$ cat src/design/snr_per_table_interpolator_assert.svh
// Assertion macros for the SNR/PER table interpolator.
// Used by the top level; expects clk and rst_n in scope.
`ifndef SNR_PER_TABLE_INTERPOLATOR_ASSERT_SVH
`define SNR_PER_TABLE_INTERPOLATOR_ASSERT_SVH

// Same-cycle implication under reset.
`define SNRPT_ASSERT_NOW(lbl, ante, cons) \
  lbl: assert property (@(posedge clk) disable iff (!rst_n) (ante) |-> (cons)) \
    else $error("snrpt same-cycle check failed");

// Next-cycle implication under reset.
`define SNRPT_ASSERT_NEXT(lbl, ante, cons) \
  lbl: assert property (@(posedge clk) disable iff (!rst_n) (ante) |=> (cons)) \
    else $error("snrpt next-cycle check failed");

`endif

$ cat src/design/snrpt_pkg.sv
// Shared types and constants of the SNR/PER table interpolator.
// No dependencies; imported by the divider, the top level and the bench.
`timescale 1ns / 1ps

package snrpt_pkg;

  // Request and status codes
  localparam logic       REQ_LOAD  = 1'b0;
  localparam logic       REQ_QUERY = 1'b1;
  localparam logic [1:0] ST_OK     = 2'd0;
  localparam logic [1:0] ST_BELOW  = 2'd1;
  localparam logic [1:0] ST_ABOVE  = 2'd2;
  localparam logic [1:0] ST_EMPTY  = 2'd3;

  localparam logic [16:0] ONE_Q16 = 17'd65536;

  // Shared divider widths: dividend and divisor
  localparam int DIV_NW = 45;
  localparam int DIV_DW = 17;

  typedef struct packed {
    logic              req_type;
    logic [1:0]        mod_class;
    logic              size_sel;
    logic [3:0]        mcs;
    logic [5:0]        point_index;
    logic              point_last;
    logic signed [15:0] snr_centidb;
    logic [16:0]       per_q16;
    logic [15:0]       frame_bytes;
  } in_t;

  typedef struct packed {
    logic [16:0] success_q16;
    logic [1:0]  status;
  } out_t;

  typedef struct packed {
    logic              start;
    logic [DIV_NW-1:0] dividend;
    logic [DIV_DW-1:0] divisor;
  } div_req_t;

  typedef struct packed {
    logic              done;
    logic [DIV_NW-1:0] quot;
  } div_rsp_t;

  // Q30 factors 2^(-2^-j) for j = 1..24, entry 0 holds j = 1
  typedef logic [23:0][30:0] exp_tab_t;

  function automatic exp_tab_t exp_table();
    exp_tab_t    tab;
    logic [63:0] c;
    logic [63:0] v;
    logic [63:0] res;
    logic [63:0] bt;
    c = 64'd1 << 29;
    for (int j = 0; j < 24; j++) begin
      v   = c << 30;
      res = '0;
      bt  = 64'd1 << 62;
      for (int k = 0; k < 32; k++) begin
        if (v >= res + bt) begin
          v   = v - (res + bt);
          res = (res >> 1) + bt;
        end else begin
          res = res >> 1;
        end
        bt = bt >> 2;
      end
      c      = res;
      tab[j] = c[30:0];
    end
    return tab;
  endfunction

endpackage

$ cat src/design/snrpt_div.sv
// Shared restoring divider, one quotient bit per cycle.
// Depends on snrpt_pkg for widths and request/response structs.
`timescale 1ns / 1ps

module snrpt_div import snrpt_pkg::*; (
  input  logic     clk,
  input  logic     rst_n,
  input  div_req_t req,
  output div_rsp_t rsp
);

  localparam int CNTW = $clog2(DIV_NW);

  logic              busy_r, busy_nxt;
  logic              done_r, done_nxt;
  logic [CNTW-1:0]   cnt_r, cnt_nxt;
  logic [DIV_NW-1:0] quo_r, quo_nxt;
  logic [DIV_DW-1:0] rem_r, rem_nxt;
  logic [DIV_DW-1:0] dvs_r, dvs_nxt;
  logic [DIV_DW:0]   trial;

  assign trial = {rem_r, quo_r[DIV_NW-1]};

  // Shift in one dividend bit and try the subtract
  always_comb begin
    busy_nxt = busy_r;
    done_nxt = 1'b0;
    cnt_nxt  = cnt_r;
    quo_nxt  = quo_r;
    rem_nxt  = rem_r;
    dvs_nxt  = dvs_r;
    if (req.start) begin
      busy_nxt = 1'b1;
      cnt_nxt  = '0;
      quo_nxt  = req.dividend;
      rem_nxt  = '0;
      dvs_nxt  = req.divisor;
    end else if (busy_r) begin
      if (trial >= {1'b0, dvs_r}) begin
        rem_nxt = DIV_DW'(trial - {1'b0, dvs_r});
        quo_nxt = {quo_r[DIV_NW-2:0], 1'b1};
      end else begin
        rem_nxt = trial[DIV_DW-1:0];
        quo_nxt = {quo_r[DIV_NW-2:0], 1'b0};
      end
      cnt_nxt = cnt_r + 1'b1;
      if (cnt_r == CNTW'(DIV_NW - 1)) begin
        busy_nxt = 1'b0;
        done_nxt = 1'b1;
      end
    end
  end

  always_ff @(posedge clk) begin
    if (!rst_n) begin
      busy_r <= 1'b0;
      done_r <= 1'b0;
      cnt_r  <= '0;
    end else begin
      busy_r <= busy_nxt;
      done_r <= done_nxt;
      cnt_r  <= cnt_nxt;
    end
  end

  always_ff @(posedge clk) begin
    quo_r <= quo_nxt;
    rem_r <= rem_nxt;
    dvs_r <= dvs_nxt;
  end

  assign rsp.done = done_r;
  assign rsp.quot = quo_r;

endmodule

$ cat config.mk
export PLATFORM = sky130hd
export DESIGN_NAME = snrpt_div
export DESIGN_NICKNAME = d
export VERILOG_FILES = /design/src/design/snr_per_table_interpolator_assert.svh /design/src/design/snrpt_pkg.sv /design/src/design/snrpt_div.sv
export SDC_FILE = /design/constraint.sdc
export NUM_CORES = 1
export LEC_CHECK = 0
export ABC_AREA = 1
export BUFFER_PORTS_ARGS = -buffer_cell sky130_fd_sc_hd__clkbuf_2
export CORE_ASPECT_RATIO = 1.2
export CORE_MARGIN = 1.5
export CORE_UTILIZATION = 55
export CTS_CLUSTER_SIZE = 8
export DETAILED_ROUTE_END_ITERATION = 10
export PLACE_DENSITY_LB_ADDON = 0.3
export SLEW_MARGIN = 20
export SYNTH_ARGS = -nofsm -noshare
export SYNTH_HDL_FRONTEND = slang
export SYNTH_SLANG_ARGS = --single-unit
$ cat constraint.sdc
create_clock -name clk -period 2.7 [get_ports clk]
set_clock_uncertainty 0.05 [all_clocks]
set_input_delay 0.54 -clock clk [delete_from_list [all_inputs] [get_ports clk]]
set_output_delay 0.54 -clock clk [all_outputs]
set_load 0.02 [all_outputs]
==> metrics.txt <==
critical path type reg -> reg; FF+latch count, synth 87; Skew-Pair Late Insertion Delay 0.36 ns; Synth Instances between 600 and 700; root buffer cell clkbuf_8; drt first-iter violations between 200 and 300; Top FF cell, synth edfxtp_1; number of placed I/O pins 111; CP Launch Type flop; Cell Chain, Critical Path inv_1, ha_1, inv_1, fa_1, nand3_1, nand3_2, nand2_4, nand2_8, nand2_1, nand2_1, o21ai_0; reg2reg setup slack ~0.44 ns; final worst slack 0.4419 ns; CTS tree yes; ratio of cells with drive above 1 in the final layout 0.2239; Hold Crit Start req[15]; commonest non-fill, non-tap cell in the layout nand2_1; Worst R2R End rem_r[2]; RD Place Congestion slightly above 0.9; post-layout power about 3.2 mW; Switching Share 0.2652; Initial Util 0.5670; leakage power about 3 nW; GR Overflow Total 0; initial antenna violation count 0; minimum clock period around 2.3 ns; die height 105.9 µm; RSZ-0062 raised after global routing no; Final Hold Viols 0; Tcrit/Tclk final 0.8363; Post-synth EDFFs 62; port bufs 110; Filler cells around 730; cells on worst reg2reg path 11; antenna fix cells 0; CP max-delay cell fa_1; worst hold stages 1; cts hold-fix bufs 0; die width about 89 µm; Reg power frac 0.503; first-pass GRT wire length between 15 and 20 mm; largest net degree at the start of global routing 53; setup TNS 0 ns; Std-Cell Rows 37; postcts setup bufs 0; Worst R2R Start quo_r[44]; H-tree Lvls 3; vias in the first global route just over 4k; sequential area share after synthesis 0.4865; net switching power around 840 µW; drt pass-1 iters 4; Crit Path Max Fanout 19; post-cts resize count 0; CTS max path bufs 2; Min-Delay Endpoint dvs_r[15]; busiest grt layer met2; synth unique cells 38; met1 Usage GRT 0.3131; number of routed nets with antenna violations 0; Final setup viols 0; status finished clean; Detailed Route WL around 11 mm; Max Clock Freq 442.8 MHz; worst slew pin tran around 0.53 ns; Core ar. approximately 0.0086 mm²; Die ar. around 0.0094 mm²; TritonCTS Buffers 9; clock share of power 0.344; Slew HR 0.6460; post-synthesis cell area between 0.004 and 0.005 mm²; Ys Warns 0; ys async rst share 0; Via density between 4 and 5; global-route met3 utilization 0.06056; Slew Viols, Final 0; GRT Total Usage 0.2535; Layout Nets roughly 800; DPL Wire Length between 8 and 9 mm; Routed wire per std cell 12.98 µm; Setup crit end kind flop; pwr/cell area approximately 550 mW/mm²; GR Layer Usage met2 0.4075; most frequent cells in the layout nand2_1, clkbuf_2, inv_1; WP data arrival 2.49 ns; Hold Path Class in -> reg; Vias 4145; Synth Area per Inst 8.040 µm²; Reg clk slew, reported paths about 0.090 ns; Comb power frac 0.153; Synthesized Nets slightly below 700; Crit path largest cell delay ~0.45 ns; max_cap viols 0; Residual DRC 0; critical path data required time around 2.9 ns; Area growth syn-to-layout 18.40%; worst vdd ir a little over 400 µV; Pint approximately 2.3 mW; pre-CTS setup slack between 0.4 and 0.5 ns; # clock sinks 87
-- worst max-delay path: cells and delay by family (launching register included) --
kind | cells | cell delay (ns)
AND/OR/NAND/NOR | 6 | 0.84
adder cells (fa/ha/maj) | 2 | 0.59
flip-flops | 1 | 0.40
buffers and inverters | 2 | 0.17
AO/OA/AOI/OAI | 1 | 0.13
-- synth_stat cells, types with 3 or more instances --
library cell	instances	share of area
inv_1	83	0.064
buf_1	3	0.0023
dfxtp_1	25	0.10
ha_1	19	0.049
nand3_1	37	0.038
nor3_1	6	0.0062
nand2_2	5	0.0064
a21oi_1	12	0.012
nand3b_1	8	0.012
nor2_1	17	0.013
clkbuf_1	8	0.0062
nor2_2	4	0.0052
o21ai_0	10	0.010
nand2_1	258	0.20
edfxtp_1	62	0.38
nand4_1	5	0.0064
nand3_2	11	0.023
xnor2_1	6	0.011
-- flip-flops by register name, summed over array words and instances (netlist names) --
name    cells
busy_r      1
cnt_r       6
done_r      1
dvs_r      17
quo_r      45
rem_r      17
-- kinds of logic after synthesis --
group / Yosys count / synth area share
compound gates: 28 / 0.03144
xor+xnor: 7 / 0.01263
fa+ha+maj: 20 / 0.05308
buf+inv: 101 / 0.08555
flops: 87 / 0.4865
simple gates: 361 / 0.3308
-- per-layer routing --
layer  share of wire  vias up
li1                -     2136
met1            0.43     1852
met2            0.49      138
met3           0.060       19
met4           0.024        0
met5               0        -
-- power groups by stage --
stage	clock, mW	sequential (mW)	combinational (mW)
floorplan	0	1.71	0.215
global route	1.16	1.61	0.534
global placement	0	1.62	0.478
detailed placement	0	1.62	0.486
finish	1.09	1.60	0.485
CTS	1.12	1.60	0.487
-- area by class of cell --
type                            count  area (µm²)  share of cell area
Clock buffer                        9       123.9             0.02155
Tap cell                          117       146.4             0.02546
Sequential cell                    87        2362              0.4109
Clock inverter                      7       118.9             0.02067
Multi-Input combinational cell    416        2078              0.3615
Inverter                           85       319.1             0.05550
Timing Repair Buffer              115       600.6              0.1045
-- how the worst max path moves through the flow --
stage              start  slack [ns]  cells past startpoint  endpoint
2_1_floorplan    req[62]        0.37                      3  quo_r[0]
3_3_place_gp   quo_r[44]        0.53                     11  rem_r[2]
3_5_place_dp   quo_r[44]        0.48                     11  rem_r[2]
4_1_cts        quo_r[44]        0.44                     11  rem_r[2]
5_1_grt        quo_r[44]        0.20                     11  rem_r[2]
6_report       quo_r[44]        0.44                     11  rem_r[2]
-- stage by stage --
stage	hold slack (ns)	utilization	cell area [µm²]	std cells
after floorplan	0.3890	-	4856	604
after global routing	0.2840	0.6713	5749	836
after global placement	0.4028	0.6430	5507	820
after CTS	0.2810	0.6713	5749	836
final	0.2977	0.6713	5749	836
after detailed placement	0.4096	0.6430	5507	820
Power figures use the tool's default switching activity.
