==> config.mk <==
export PLATFORM = sky130hd
export DESIGN_NAME = snrpt_ram
export DESIGN_NICKNAME = d
export VERILOG_FILES = /design/src/design/snr_per_table_interpolator_assert.svh /design/src/design/snrpt_ram.sv
export SDC_FILE = /design/constraint.sdc
export NUM_CORES = 1
export LEC_CHECK = 0
export ABC_AREA = 1
export ABC_CLOCK_PERIOD_IN_PS = 1700
export BUFFER_PORTS_ARGS = -buffer_cell sky130_fd_sc_hd__buf_2
export CAP_MARGIN = 25
export CORE_AREA = 2 2 72 143
export DETAILED_ROUTE_END_ITERATION = 16
export DIE_AREA = 0 0 74 145
export MAX_ROUTING_LAYER = met4
export PLACE_DENSITY_LB_ADDON = 0.1
export SYNTH_ARGS = -nofsm -noshare
export SYNTH_HDL_FRONTEND = slang
export SYNTH_SLANG_ARGS = --single-unit
==> constraint.sdc <==
create_clock -name clk -period 1.7 [get_ports clk]
set_clock_uncertainty 0.15 [all_clocks]
set_input_delay 0.255 -clock clk [delete_from_list [all_inputs] [get_ports clk]]
set_output_delay 0.255 -clock clk [all_outputs]
set_load 0.02 [all_outputs]
==> src/design/snr_per_table_interpolator_assert.svh <==
// Assertion macros for the SNR/PER table interpolator.
// Used by the top level; expects clk and rst_n in scope.
`ifndef SNR_PER_TABLE_INTERPOLATOR_ASSERT_SVH
`define SNR_PER_TABLE_INTERPOLATOR_ASSERT_SVH

// Same-cycle implication under reset.
`define SNRPT_ASSERT_NOW(lbl, ante, cons) \
  lbl: assert property (@(posedge clk) disable iff (!rst_n) (ante) |-> (cons)) \
    else $error("snrpt same-cycle check failed");

// Next-cycle implication under reset.
`define SNRPT_ASSERT_NEXT(lbl, ante, cons) \
  lbl: assert property (@(posedge clk) disable iff (!rst_n) (ante) |=> (cons)) \
    else $error("snrpt next-cycle check failed");

`endif

==> src/design/snrpt_ram.sv <==
// Generic simple dual-port RAM: one write port, one registered read port.
// No dependencies.
`timescale 1ns / 1ps

module snrpt_ram #(
  parameter int WIDTH = 8,
  parameter int DEPTH = 16
) (
  input  logic                     clk,
  input  logic                     wr_en,
  input  logic [$clog2(DEPTH)-1:0] wr_addr,
  input  logic [WIDTH-1:0]         wr_data,
  input  logic [$clog2(DEPTH)-1:0] rd_addr,
  output logic [WIDTH-1:0]         rd_data
);

  logic [WIDTH-1:0] mem [DEPTH];

  // Write, then register the read word
  always_ff @(posedge clk) begin
    if (wr_en) begin
      mem[wr_addr] <= wr_data;
    end
    rd_data <= mem[rd_addr];
  end

endmodule

==> flow_summary.toml, run 1 <==
[synthesis]
synthFlopType = "edfxtp_1"
yosysTopAreaCellShare_pct = 66.7
synthCells = 551
synth_seq_area_share_pct = 69.4
synth_edf_count = 128
ys_types = 12
synth_nets = 569
ys_ff_latch = 136
synthArstFlopShare_pct = 0
syn_area_per_cell_sq_um = 10.5
ys_warn_count = 0
syn-cell-area_sq_mm = 0.00577
yosys.cell_count.top_type = "nand2_1"
synth_common_cells = "nand2_1, edfxtp_1, inv_1"
synth_area_leaders = "edfxtp_1, nand2_1, nand3_1"
synth_top_cell_by_area = "edfxtp_1"

[pwr]
p_leak_uw = 0.00296
powerDensity_mw_per_mm2 = 1160
clkPwrFrac_pct = 45.4
peakVddDrop_mv = 1.44
p_int_uw = 6110
p_sw_share_pct = 21.7
pwr-share-seq_pct = 48.4
p_sw_uw = 1690
comb_power_share_pct = 6.2
power_uw = 7800

[timing]
period_minus_slack_ps = 1340
slew-limit-headroom_pct = 76.3
timing.final.crit_share_pct = 78.7
setup_viol = 0
final-max-slew-violation-count = 0
tns_ps = 0
finalHoldWorstSlack_ps = 66.3
rsz0062_at_grt = "false"
finalHoldViolCount = 0
worst_slew_pin_slew_ps = 355
max_freq_mhz = 747

[floorplanning]
fp.dieArea_sq_mm = 0.0107
core-area_sq_mm = 0.00964
die-width_microns = 74
num_rows = 51
die_y_microns = 145
io_pins = 26
start_util_pct = 59.8

[place]
numPortBuffers = 25
place_inst = 714
hpwl_mm = 8.26
routabilityCongestion = 0.861

[route]
dr.pass1.iters = 5
drtIter0Drc = 348
drt-wirelength-per-cell_microns = 16.9
routed_via_density = 5.20
route.detailed.drc = 0
routed_wl_mm = 12.6
ant_nets = 0
vias = 3882

[grt]
antenna_found_initial = 0
grt_pass1_vias = 3760
overflow = 0
grt_pass1_wl_mm = 19.7
grt_max_degree = 56
grt_usage_pct = 26.4

[job]
maxCapViolCount = 0

[clocking]
holdBufCountCts = 0
clk_path_buf_depth = 2
cts_buffers = 17
root_buffer = "clkbuf_16"
insertion_delay_ps = 420
clock_sinks = 136
htree_num_levels = 4
clk_pin_slew_ps = 60
cts-resized-gates = 0
cts_setup_buffers = 0
cts_tree = "yes"

[setup_path]
cpPeakStageDelay_ps = 340
critical_path_class = "register to output pin"
critPathRequiredTime_ps = 1290
worstPathMaxFanout = 1
crit_family = "flip-flops"
slowest_stage = "dfxtp_1"
worstPathCellList = "buf_2"
crit_buf_inv = 1
start_kind = "register"
worstSetupEndpointType = "output pin"
crit_arrival_ps = 930

[cells_and_area]
fillerInstances = 731
n_antenna_cell = 0
final_net_count = 619
register_area_sq_mm = 0.00400
multi_input_area_sq_mm = 0.00121
syn_to_final_growth_pct = 16.8
instances_no_fill = 746
layout-drive-gt1-share_pct = 14.3

[hold_path]
hold_path.class = "primary input to register"

[outcome]
outcome = "completed"
## sequential cells by signal, indices dropped and copies added (netlist names)
register	cells
mem	128
rd_data	8
## placed cells by master, fill, tap and decap left out
cell type,Yosys,final
clkbuf_8,0,2
clkinv_2,0,5
buf_4,4,27
nor2_1,17,17
inv_6,0,1
nand2_1,173,173
inv_2,2,2
clkbuf_16,0,17
inv_1,100,100
nand3b_1,2,2
nand3_1,97,97
bufinv_16,0,2
buf_12,0,3
edfxtp_1,128,128
clkinv_1,0,1
dfxtp_1,8,8
clkinvlp_4,0,4
buf_2,13,25
## power groups by stage
stage,sequential (uW),combinational (uW),clock (uW)
2_1_floorplan,3860,264,0
3_3_place_gp,3840,476,0
3_5_place_dp,3840,483,0
4_1_cts,3780,486,3570
5_1_grt,3780,537,3710
6_report,3770,485,3550
## layout make-up
cell class / count / area share (%)
Clock inverter: 13 / 1.90
Tap cell: 132 / 2.45
Clock buffer: 19 / 6.73
Multi-Input combinational cell: 289 / 18.0
Inverter: 102 / 5.69
Timing Repair Buffer: 55 / 5.76
Sequential cell: 136 / 59.5
## layer usage
| layer | global-route usage, % | share of wire (%) | vias to the layer above |
|---|---|---|---|
| met5 | - | 0 | - |
| met4 | 11.5 | 3.2 | 0 |
| met3 | 6.60 | 5.4 | 32 |
| met2 | 42.7 | 54 | 150 |
| met1 | 30.6 | 37 | 1825 |
| li1 | - | - | 1875 |
## path summary, 6_finish.rpt
| kind | startpoint | to | slack, ps | cells past startpoint |
|---|---|---|---|---|
| max | rd_data[4] | rd_data[4] | 360 | 1 |
| min reg2reg | mem[3][5] | rd_data[5] | 530 | 6 |
| max reg2reg | mem[15][0] | rd_data[0] | 580 | 6 |
| min | rd_addr[3] | rd_data[7] | 70 | 3 |
## kinds of logic (layout without fill, tap and decap cells)
family                 after synthesis  after routing  synth area share, %
and+or+nand+nor                    289            289                 21.0
DFF                                136            136                 69.4
buffers and inverters              126            189                 9.52
## per-stage QoR
stage / instance area (sq um) / util [%] / setup WS [ps]
after global placement: 6150 / 63.9 / 207
after floorplan: 5770 / - / 344
after detailed placement: 6150 / 63.9 / 181
after CTS: 6730 / 69.9 / 316
final: 6730 / 69.9 / 361
after global routing: 6730 / 69.9 / 299
No activity file was read; power rests on OpenSTA's default activity.
==> run 2: changes to the inputs <==
- ABC_CLOCK_PERIOD_IN_PS: 1700 -> 1300
- clock period: 1.7 -> 1.3 ns (I/O delays scaled with it)
==> run 2 against run 1 <==
Global-route usage is 1.2 points higher; total power is 36% higher; first-iteration DRC count is 4.6% lower; largest power group is now the clock network.
==> flow_summary.toml, run 2 (synthesis results as in run 1) <==
[route]
wl_met1_mm = 4.90
drtIter0Drc = 332
routed_wl_mm = 13.0
vias = 3992
highest_layer = "met4"
dr_wl_met3_microns = 721
routed_via_density = 5.26
route.detailed.drc = 0
dr.pass1.iters = 7
wl_met2_mm = 6.82
ant_nets = 0
drt-wirelength-per-cell_microns = 17.2

[outcome]
outcome = "completed"

[setup_path]
worstPathMaxFanout = 1
start_kind = "register"
worstPathCellList = "buf_4"
critical_path_class = "register to output pin"
worstSetupEndpointType = "output pin"
r2r_start = "mem[6][0]"
crit_arrival_ps = 900
slowest_stage = "dfxtp_2"
critPathRequiredTime_ps = 950
crit_buf_inv = 1
crit_family = "flip-flops"
cpPeakStageDelay_ps = 340
startpoint = "rd_data[2]"

[floorplanning]
num_rows = 51
io_pins = 26
start_util_pct = 59.8
core-area_sq_mm = 0.00964
die_y_microns = 145
die-width_microns = 74
fp.dieArea_sq_mm = 0.0107

[clocking]
clk_path_buf_depth = 2
htree_num_levels = 4
root_buffer = "clkbuf_16"
clk_pin_slew_ps = 60
cts_setup_buffers = 0
clock_sinks = 136
cts_tree = "yes"
cts_buffers = 17
insertion_delay_ps = 410

[cells_and_area]
syn_to_final_growth_pct = 20.7
registers.top_by_ff_count = "mem"
final_net_count = 632
instances_no_fill = 759
largest_reg_flops = 128
register_area_sq_mm = 0.00401
n_antenna_cell = 0
largestRegisters = "mem: 128 flops, rd_data: 8 flops"
multi_input_area_sq_mm = 0.00121
final_cell_mix = "nand2_1, edfxtp_1, inv_1"
final_common_cell = "nand2_1"
fillerInstances = 683
layout-drive-gt1-share_pct = 16.6

[grt]
antenna_found_initial = 0
grt_pass1_vias = 3887
overflow = 0
grt_pass1_wl_mm = 20.5
grt_max_degree = 21
grt_usage_pct = 27.6

[timing]
setup_viol = 0
final-max-slew-violation-count = 0
worst_slew_pin_slew_ps = 362
timing.final.crit_share_pct = 95.9
tns_ps = 0
period_minus_slack_ps = 1250
max_freq_mhz = 802
slew-limit-headroom_pct = 75.9
finalHoldWorstSlack_ps = 32.8
finalHoldViolCount = 0
rsz0062_at_grt = "false"

[pwr]
peakVddDrop_mv = 1.28
p_leak_uw = 0.00306
power_uw = 10600
powerDensity_mw_per_mm2 = 1530

[job]
maxCapViolCount = 0

[hold_path]
hold_path.class = "primary input to register"
hold_start = "wr_data[7]"

[place]
place_inst = 727
numPortBuffers = 25
hpwl_mm = 8.73
routabilityCongestion = 0.945
==> run 2: worst paths after layout <==
check                             endpoint  slack, ps  cells after the start
worst min register to register  rd_data[4]        530                      6
worst min-delay path             mem[1][7]         30                      1
worst max register to register  rd_data[0]        180                      6
worst max-delay path            rd_data[2]         50                      1
==> run 2: cell type report <==
class                   count  area share [%]
repair buffers             68            8.09
flip-flops and latches    136            57.6
inverters                 102            5.50
well taps                 132            2.37
clock inverters            15            2.88
multi-input cells         289            17.4
clock buffers              17            6.11
==> run 2: routing by layer <==
metal	vias to the layer above	track usage [%]
li1	1902	-
met1	1882	32.4
met2	162	43.8
met3	46	6.46
met4	0	13.6
met5	-	-
==> run 2: what timing repair did <==
| action | in CTS | in global routing |
|---|---|---|
| pin swaps | 0 | 0 |
| hold buffers | 0 | 0 |
| resized for setup | 5 | 5 |
| setup endpoints to repair | 4 | 5 |
==> run 2: stage by stage <==
stage	worst slack, ps	cell area (sq um)	util, %
after floorplan	4.16	5770	-
after global placement	-102	6310	65.5
after global routing	18.2	6960	72.2
after detailed placement	-143	6310	65.5
after CTS	7.26	6950	72.1
final	53.6	6960	72.2
==> run 2: power by group <==
group	leakage, uW	switching [uW]	internal, uW
Sequential	0.00122	36.5	4910
Clock	0.000287	1780	3210
Combinational	0.00155	449	252
Total	0.00306	2270	8370
==> run 3: changes to the inputs <==
- CORE_AREA: 2 2 72 143 -> 2 2 101 103
- DIE_AREA: 0 0 74 145 -> 0 0 103 105
==> run 3 against run 2 <==
The run now ends with setup timing left; clock power grew 2%; highest routed layer unchanged; fmax shrank 7.0%; via count shrank 2.7%; sequential share of layout area grew 0.22 points; critical endpoint is now rd_data[4]; first-iteration DRC count shrank 2.7%; utilization shrank 0.21 points; sequential power is essentially flat; critical path type unchanged; routed wire length shrank 2.9%; worst setup slack lost 94 ps.
==> flow_summary.toml, run 3 (synthesis results as in run 1) <==
[timing]
max_freq_mhz = 746
finalHoldViolCount = 0
timing.final.crit_share_pct = 103
rsz0062_at_grt = "true"
setup_viol = 4
worst_slew_pin_slew_ps = 375
final-max-slew-violation-count = 0
slew-limit-headroom_pct = 75.0
finalWorstSetupSlack_ps = -40.9
period_minus_slack_ps = 1340
finalHoldWorstSlack_ps = 38.9

[job]
maxCapViolCount = 0

[route]
routed_wl_mm = 12.7
drtIter0Drc = 323
ant_nets = 0
routed_via_density = 5.16
route.detailed.drc = 0
dr.pass1.iters = 5
drt-wirelength-per-cell_microns = 16.8
vias = 3884

[setup_path]
crit_arrival_ps = 1000
crit-reg2reg-capture = "rd_data[0]"
rrSetupSlack_ps = 110
critical_path_class = "register to output pin"
worstPathCellList = "buf_6"
worstPathMaxFanout = 1
worstSetupEndpointType = "output pin"
slowest_stage = "dfxtp_2"
crit_family = "flip-flops"
r2r_start = "mem[5][0]"
start_kind = "register"
reg2reg_depth = 6
cpPeakStageDelay_ps = 360
critPathRequiredTime_ps = 950
crit_buf_inv = 1

[grt]
grt_max_degree = 65
grt_pass1_wl_mm = 19.8
grt_pass1_vias = 3665
grt_usage_pct = 26.4
antenna_found_initial = 0
overflow = 0

[floorplanning]
die_y_microns = 105
die-width_microns = 103
fp.dieArea_sq_mm = 0.0108
num_rows = 36
start_util_pct = 59.8
io_pins = 26
core-area_sq_mm = 0.00964

[outcome]
violations = "setup timing"
outcome = "finished, violations left"

[clocking]
clock_sinks = 136
cts_tree = "yes"
cts_setup_buffers = 0
htree_num_levels = 4
clk_path_buf_depth = 2
insertion_delay_ps = 520
cts_buffers = 17
root_buffer = "clkbuf_8"
clk_pin_slew_ps = 60

[cells_and_area]
multi_input_area_sq_mm = 0.00121
n_antenna_cell = 0
final_common_cell = "nand2_1"
largestRegisters = "mem: 128 flops, rd_data: 8 flops"
final_cell_mix = "nand2_1, edfxtp_1, inv_1"
syn_to_final_growth_pct = 20.4
fin_area_sq_mm = 0.00694
final_net_count = 625
registers.top_by_ff_count = "mem"
fillerInstances = 722
register_area_sq_mm = 0.00401
largest_reg_flops = 128
layout-drive-gt1-share_pct = 15.0

[pwr]
peakVddDrop_mv = 0.993
powerDensity_mw_per_mm2 = 1540
p_leak_uw = 0.00303

[place]
hpwl_mm = 7.76
routabilityCongestion = 0.813
placed_area_sq_mm = 0.00616
numPortBuffers = 25

[hold_path]
whs_path_depth = 5
hold_path.class = "primary input to register"
whs_endpoint = "rd_data[5]"
hold_start = "rd_addr[2]"
## run 3: power by group
part / total [uW] / internal [uW] / switching, uW
clock network: 5070 / 3340 / 1720
registers: 4940 / 4910 / 35.6
logic: 711 / 254 / 457
total: 10700 / 8510 / 2210
## run 3: how the worst max path moves through the flow
stage | startpoint | to | cells past startpoint
5_1_grt | rd_data[4] | rd_data[4] | 1
3_3_place_gp | rd_addr[0] | rd_data[6] | 7
3_5_place_dp | rd_addr[0] | rd_data[6] | 7
6_report | rd_data[4] | rd_data[4] | 1
4_1_cts | rd_data[4] | rd_data[4] | 1
2_1_floorplan | wr_addr[3] | mem[4][0] | 2
## run 3: final cells by class
type                       count  area share (%)
inverter                     102            5.52
multi-input combinational    289            17.5
tap                          133            2.40
clock inverter                13            2.92
sequential                   136            57.8
timing repair buffer          61            7.64
clock buffer                  19            6.22
## run 3: metal layers
| metal | vias up | global-route usage, % | wire, microns |
|---|---|---|---|
| met3 | 20 | 4.88 | 918 |
| met1 | 1822 | 35.9 | 5160 |
| li1 | 1887 | - | - |
| met5 | - | - | 0 |
| met4 | 0 | 8.55 | 210 |
| met2 | 155 | 40.5 | 6380 |
## run 3: repair_timing
action / 4_1_cts / 5_1_grt
endpoints found under the hold margin: 136 / 0
gates resized for setup: 24 / 0
setup endpoints to repair: 8 / 8
hold buffers: 9 / 0
## run 3: per-stage QoR
stage / std cells / TNS (ps) / total power (uW) / setup slack, ps / utilization [%]
final: 753 / -53.9 / 10700 / -40.9 / 72.0
after CTS: 753 / -157 / 10800 / -42.9 / 72.0
after global placement: 712 / -1090 / 5660 / -116 / 63.9
after global routing: 753 / -229 / 11000 / -61.1 / 72.0
after floorplan: 551 / 0 / 5400 / 4.16 / -
after detailed placement: 712 / -2060 / 5680 / -126 / 63.9
## run 3: tightest hold or removal path, cell delays in order
cell     delay (ps)
buf_2           120
buf_4           160
nand3_1          90
nand3_1          70
nand2_1          40
